===== src/design/windowed_ratio_alert_qualifier_assert.svh =====
// Assertion macros for the windowed ratio alert qualifier.
// No dependencies; included by the top level inside its module body.
`ifndef WINDOWED_RATIO_ALERT_QUALIFIER_ASSERT_SVH
`define WINDOWED_RATIO_ALERT_QUALIFIER_ASSERT_SVH

// Same-cycle implication, disabled while reset is high.
`define WRAQ_ASSERT_NOW(label, clk, rst, ante, cons, msg) \
   label: assert property (@(posedge clk) disable iff (rst) (ante) |-> (cons)) \
      else $error(msg);

// Next-cycle implication, disabled while reset is high.
`define WRAQ_ASSERT_NEXT(label, clk, rst, ante, cons, msg) \
   label: assert property (@(posedge clk) disable iff (rst) (ante) |=> (cons)) \
      else $error(msg);

`endif


===== src/design/wraq_pkg.sv =====
// Shared types and constants for the windowed ratio alert qualifier.
// No dependencies.
`timescale 1ns / 1ps

package wraq_pkg;

   localparam int FIFO_DEPTH = 1024;
   localparam int PTR_W      = $clog2(FIFO_DEPTH);
   localparam int CNT_W      = $clog2(FIFO_DEPTH + 1);
   localparam int TIME_W     = 32;
   localparam int WIN_W      = 22;
   localparam int RATIO_W    = 16;
   localparam int CSR_DATA_W = 32;
   localparam int CSR_ADDR_W = 4;

   localparam logic [1:0] REG_WINDOW = 2'd0;
   localparam logic [1:0] REG_RATIO  = 2'd1;
   localparam logic [1:0] REG_WAIT   = 2'd2;

   localparam logic [WIN_W-1:0]   WINDOW_RESET = WIN_W'(1000);
   localparam logic [RATIO_W-1:0] RATIO_RESET  = RATIO_W'(32768);
   localparam logic [WIN_W-1:0]   WAIT_RESET   = WIN_W'(1000);

   typedef struct packed {
      logic              detect;
      logic [TIME_W-1:0] timestamp_ms;
   } req_payload_type;

   typedef struct packed {
      logic              alert;
      logic [TIME_W-1:0] elapsed_ms;
      logic              overflow;
   } rsp_payload_type;

   typedef struct packed {
      logic              det;
      logic [TIME_W-1:0] stamp;
   } rec_type;

   typedef struct packed {
      logic [WIN_W-1:0]   window_ms;
      logic [RATIO_W-1:0] ratio_q16;
      logic [WIN_W-1:0]   wait_ms;
   } cfg_type;

   function automatic logic [PTR_W-1:0] ptr_next(input logic [PTR_W-1:0] ptr);
      return (ptr == PTR_W'(FIFO_DEPTH - 1)) ? '0 : ptr + PTR_W'(1);
   endfunction

endpackage


===== src/design/wraq_csr.sv =====
// Configuration registers behind the APB-style port.
// Depends on wraq_pkg.
`timescale 1ns / 1ps

module wraq_csr (
   input  logic                            clock,
   input  logic                            reset,
   input  logic                            csr_psel,
   input  logic                            csr_penable,
   input  logic                            csr_pwrite,
   input  logic [wraq_pkg::CSR_ADDR_W-1:0] csr_paddr,
   input  logic [wraq_pkg::CSR_DATA_W-1:0] csr_pwdata,
   output logic [wraq_pkg::CSR_DATA_W-1:0] csr_prdata,
   output logic                            csr_pready,
   output wraq_pkg::cfg_type               cfg
);
   import wraq_pkg::*;

   cfg_type    cfg_ff, cfg_in;
   logic [1:0] reg_idx;
   logic       wr_en;

   assign csr_pready = 1'b1;
   assign reg_idx    = csr_paddr[3:2];
   assign wr_en      = csr_psel && csr_penable && csr_pwrite && csr_pready;

   always_comb begin
      cfg_in = cfg_ff;
      if (wr_en) begin
         unique case (reg_idx)
            REG_WINDOW: cfg_in.window_ms = csr_pwdata[WIN_W-1:0];
            REG_RATIO:  cfg_in.ratio_q16 = csr_pwdata[RATIO_W-1:0];
            REG_WAIT:   cfg_in.wait_ms   = csr_pwdata[WIN_W-1:0];
            default:    cfg_in = cfg_ff;
         endcase
      end
   end

   always_comb begin
      unique case (reg_idx)
         REG_WINDOW: csr_prdata = CSR_DATA_W'(cfg_ff.window_ms);
         REG_RATIO:  csr_prdata = CSR_DATA_W'(cfg_ff.ratio_q16);
         REG_WAIT:   csr_prdata = CSR_DATA_W'(cfg_ff.wait_ms);
         default:    csr_prdata = '0;
      endcase
   end

   always_ff @(posedge clock) begin
      if (reset) begin
         cfg_ff.window_ms <= WINDOW_RESET;
         cfg_ff.ratio_q16 <= RATIO_RESET;
         cfg_ff.wait_ms   <= WAIT_RESET;
      end else begin
         cfg_ff <= cfg_in;
      end
   end

   assign cfg = cfg_ff;

endmodule


===== config.mk =====
export PLATFORM = sky130hd
export DESIGN_NAME = wraq_csr
export DESIGN_NICKNAME = d
export VERILOG_FILES = /design/src/design/windowed_ratio_alert_qualifier_assert.svh /design/src/design/wraq_pkg.sv /design/src/design/wraq_csr.sv
export SDC_FILE = /design/constraint.sdc
export NUM_CORES = 1
export LEC_CHECK = 0
export BUFFER_PORTS_ARGS = -buffer_cell sky130_fd_sc_hd__buf_2
export CORE_MARGIN = 3
export CORE_UTILIZATION = 43
export DETAILED_ROUTE_END_ITERATION = 8
export GPL_TIMING_DRIVEN = 1
export HOLD_SLACK_MARGIN = 0.02
export PLACE_DENSITY = 0.77
export SYNTH_ARGS = -nofsm -noshare
export SYNTH_HDL_FRONTEND = slang
export SYNTH_SLANG_ARGS = --single-unit

===== constraint.sdc =====
create_clock -name clock -period 1.1 [get_ports clock]
set_clock_uncertainty 0.05 [all_clocks]
set_input_delay 0.055 -clock clock [delete_from_list [all_inputs] [get_ports clock]]
set_output_delay 0.055 -clock clock [all_outputs]
set_load 0.02 [all_outputs]

[After elaboration in Yosys (flattened, before gate mapping)]
Cells that the tools add are included.
Widths: inputs -> output; s select.
Storage, ports and cells
  flip-flop bits (word level): 60
  bits of input ports: 41
  logic and storage cells: 12
Operators by class
  eq/ne operators: 2
  reduce and logical (&&, ||, !) cells: 6
  mux-type cells: 1
Operators with widths (count)
  $pmux 22 s3: 1
  $reduce_and 2->1: 3
  $eq 2x1->1 const B: 1
  $eq 2x2->1 const B: 1
  $logic_and 1x1->1: 2
  $logic_not 2->1: 1

[Depth between registers and ports, before layout]
  word-level depth: 3
  gate-level depth with buffers: 6

[Worst setup path after synthesis]
Ideal clock, no wire load.
  path kind: input-to-output
  start: input port csr_paddr[2] (netlist name)
  end: output port csr_prdata[0] (netlist name)
  buffers on the path: 2
  cell stages on the path: 4
  arrival time: 1131 ps
  path slack: -136 ps
  required time: 995 ps
  path through: buf_2 -> buf_2 -> mux2i_1 -> o21ai_0
On the way
  cells in the longest elaborated chain, start to end: 2
RTL lines
  start: declaration: line wraq_csr.sv:11  | input logic [wraq_pkg::CSR_ADDR_W-1:0] csr_paddr,
  $eq 2x2->1 (tied with other cells): line wraq_csr.sv:40  | unique case (reg_idx)
  $pmux 22 s3 (*): line wraq_csr.sv:40
  end: declaration: line wraq_csr.sv:13  | output logic [wraq_pkg::CSR_DATA_W-1:0] csr_prdata,
Every way passes the cells marked *; elsewhere a longest branch is shown, timed or not.

[Worst setup path after layout]
  start: register cfg_ff (netlist bit cfg[25])
  end: output port csr_prdata[3] (netlist name)
On the way
  cells in the longest elaborated chain, start to end: 1
RTL lines
  start: declaration: line wraq_csr.sv:19  | cfg_type cfg_ff, cfg_in;
  start signal: assignment: line wraq_csr.sv:54  | cfg_ff <= cfg_in;
  $pmux 22 s3: line wraq_csr.sv:40
Every way passes these cells.

==> summary.md <==
| Metric | Value |
|---|---|
| Outcome | complete, but fails checks |
| Failing checks | negative setup slack |
| Clk root buf | clkbuf_8 |
| Share of layout cells above drive strength 1 | 47.25% |
| Adder-Cell Fraction of Synth Area | 0% |
| Critical path launch point | cfg[25] |
| Via count | 2754 |
| Comb power frac | 14.6% |
| Required time worst endpoint | 1000 ps |
| Design area | 4513 um2 |
| Period utilization | 105.9% |
| # IOs | 134 |
| Sequential share of the synthesized area | 40.13% |
| Via density | 4.849 |
| Largest stage delay on the critical path | 330 ps |
| Global-route wire length before repair | 13270 um |
| Port buffer count | 110 |
| CTS Buf Count | 9 |
| Crit path max-delay family | flip-flops |
| Final Hold Fails | 0 |
| WHS Path Cells | 4 |
| Multiplexer share of the synthesized area | 27.42% |
| Leakage | 2.261 nW |
| Post-synth top cells | 82 x mux2i_1, 69 x nand2b_1, 60 x dfxtp_1 |
| Core area | 6531 um2 |
| HP Class | primary input to flip-flop |
| CTS max path bufs | 2 |
| Initial antenna violation count | 0 |
| DR iter-0 viols | 69 |
| Register-to-register setup slack | 310 ps |
| DP HPWL | 5457 um |
| Crit end category | output port |
| Most frequent cell after synthesis | mux2i_1 |
| Crit Path Max Fanout | 2 |
| Post-synth EDFFs | 0 |
| DRT antenna net count | 0 |
| Initial Utilization | 45.82% |
| Area contributors post-synth | dfxtp_1 40%, mux2i_1 27%, nand2b_1 14% |
| Wire length per cell | 14.95 um |
| Fill count | 501 |
| Drt drc | 0 |
| CTS tree | done |
| Final wirelength | 8491 um |
| Critical path depth in cells | 3 |
| Area of the multi-input gates | 1633 um2 |
| Clk Latency, worst-skew pair | 330 ps |
| Final worst slack | -64.43 ps |
| Fraction of registers with async set/reset | 0% |
| Synth Warn # | 0 |
| Max reg flops | 60 |
| Post-Synthesis Cells | 313 |
| CP bufs+invs | 1 |
| Die area | 7997 um2 |
| Vias in the first global route | 2743 |
| Clk pwr share | 38.8% |
| DRT Pass-1 Iters | 4 |
| Die X | 89.43 um |
| Die Ht | 89.43 um |
| Power Total | 4.773 mW |
| Cell area after placement | 3734 um2 |
| Slowest-stage cell, CP | dfxtp_2 |
| Internal power | 3.602 mW |
| Routability cong. | 0.7431 |
| Switch share | 24.53% |
| Gr usage total | 21.80% |
| Area Growth Syn to Fin | 50.79% |
| Reg2reg start | cfg[43] |
| Final setup fails | 15 |
| Sequential Power Share | 46.6% |
| Crit Reg-Reg Endpoint | cfg[43] |
| Antenna diodes | 0 |
| Post-synth cell types | 19 |
| #FFs+latches synth | 60 |
| Data arrival, critical path | 1060 ps |
| Max Cap Viol | 0 |
| Critical path type | flip-flop to output port |
| Pwr/cell area | 1058 nW/um2 |
| CTS Sinks | 60 |
| Largest family of logic cells by synthesized area | multiplexers |
| Max Freq | 858.8 MHz |
| CP Cell Sequence | mux2i_1 -> o21ai_1 -> buf_4 |
| Sw Pwr | 1.171 mW |
| Main synth FF type | dfxtp_1 |
| Compound-Gate Fraction of Synth Area | 2.676% |
| RSZ-0062 raised after global routing | yes |
| CTS clk-pin slew, worst paths | 60 ps |
| Max IR drop VDD | 0.8482 mV |
| # nets final | 530 |
| Largest net degree at the start of global routing | 49 |
| Yosys top cell area share | 40.13% |
| Post-layout util | 69.10% |
| Post-synthesis xor/xnor area fraction | 0% |
| Critical Path Start Type | flip-flop |
| Row count | 29 |
| Simple-gate share of the synthesized area | 22.70% |
| Syn avg cell area | 9.562 um2 |
| Post-layout min period | 1164 ps |
| Slew Viols, Final | 0 |
| CP endpoint | csr_prdata[3] |
| Worst R2R Path Depth | 3 |
| H-tree levels | 3 |
| Global route total overflow | 0 |
| Post-Syn Area | 2993 um2 |
| Leading area contributor after synthesis | dfxtp_1 |
| Register Area | 1257 um2 |
[worst min-delay path, cell delays in order]
cell     delay (ps)
buf_2           130
buf_12          170
nor2_1           90
mux2i_1          70
[power groups by stage]
stage	logic [mW]	registers [mW]	clock network [mW]
after global routing	0.749	2.23	1.97
after floorplan	0.359	2.30	0
after global placement	0.574	2.27	0
after detailed placement	0.583	2.27	0
final	0.696	2.22	1.85
after CTS	0.688	2.22	1.89
[what timing repair did]
item                                   in CTS  in global routing
setup endpoints to repair                  22                 22
resized for setup                          65                  2
pin swaps                                   5                  6
endpoints found under the hold margin      57                  0
setup buffers                              33                  3
hold buffers                               22                  0
gates cloned                                0                  0
[how the worst min path moves through the flow]
stage,start,to
after detailed placement,csr_pwdata[8],cfg[30]
final,reset,cfg[45]
after global routing,reset,cfg[37]
after floorplan,csr_pwdata[3],cfg[25]
after global placement,csr_pwdata[3],cfg[25]
after CTS,reset,cfg[45]
[layer usage]
| metal | vias to the layer above | wire length, um | part of all wire, % | global-route usage (%) |
|---|---|---|---|---|
| met5 | - | 0 | 0 | 0 |
| met4 | 0 | 50 | 0.59 | 6.631 |
| met3 | 5 | 447 | 5.3 | 5.346 |
| met2 | 87 | 4286 | 50 | 38.18 |
| met1 | 1300 | 3707 | 44 | 26.28 |
| li1 | 1362 | - | - | - |
[kinds of logic (layout without fill, tap and decap cells)]
family / after synthesis / in the layout
AND/OR/NAND/NOR: 119 / 119
multiplexers: 82 / 82
other: 2 / 11
AO/OA/AOI/OAI: 16 / 16
buffers and inverters: 34 / 203
flip-flops: 60 / 60
[through the flow]
step	setup WS (ps)	hold slack, ps	setup TNS (ps)	instances
floorplan	12.40	160.3	0	322
global placement	-9.401	275.8	-218.8	497
detailed placement	-50.11	290.8	-1187	497
CTS	-68.33	166.4	-626.0	565
global route	-114.9	197.3	-1576	568
finish	-64.43	190.4	-380.9	568
[final cells by class]
| class | instances | area share [%] |
|---|---|---|
| clock buffer | 10 | 3.050 |
| clock inverter | 3 | 0.8872 |
| multi-input combinational | 228 | 36.18 |
| sequential | 60 | 27.86 |
| tap | 77 | 2.135 |
| timing repair buffer | 190 | 29.89 |
[placed cells by master (no fill, tap or decap)]
cell type	Yosys	routed
dlygate4sd3_1	0	22
or3b_1	1	1
dfxtp_2	0	45
bufinv_16	0	1
nand2_1	16	16
clkbuf_8	0	10
nor2_1	26	26
nor2b_4	1	1
buf_2	7	88
buf_12	0	7
buf_4	12	73
nand4_4	1	1
o21ai_1	0	16
nor3b_2	1	2
mux2i_1	82	82
or3_1	1	1
nand3_2	1	1
dfxtp_1	60	15
clkinv_2	0	2
conb_1	2	11
nor3_4	0	1
nand2b_1	69	69
Note: power is estimated with default switching activity, not from simulation.
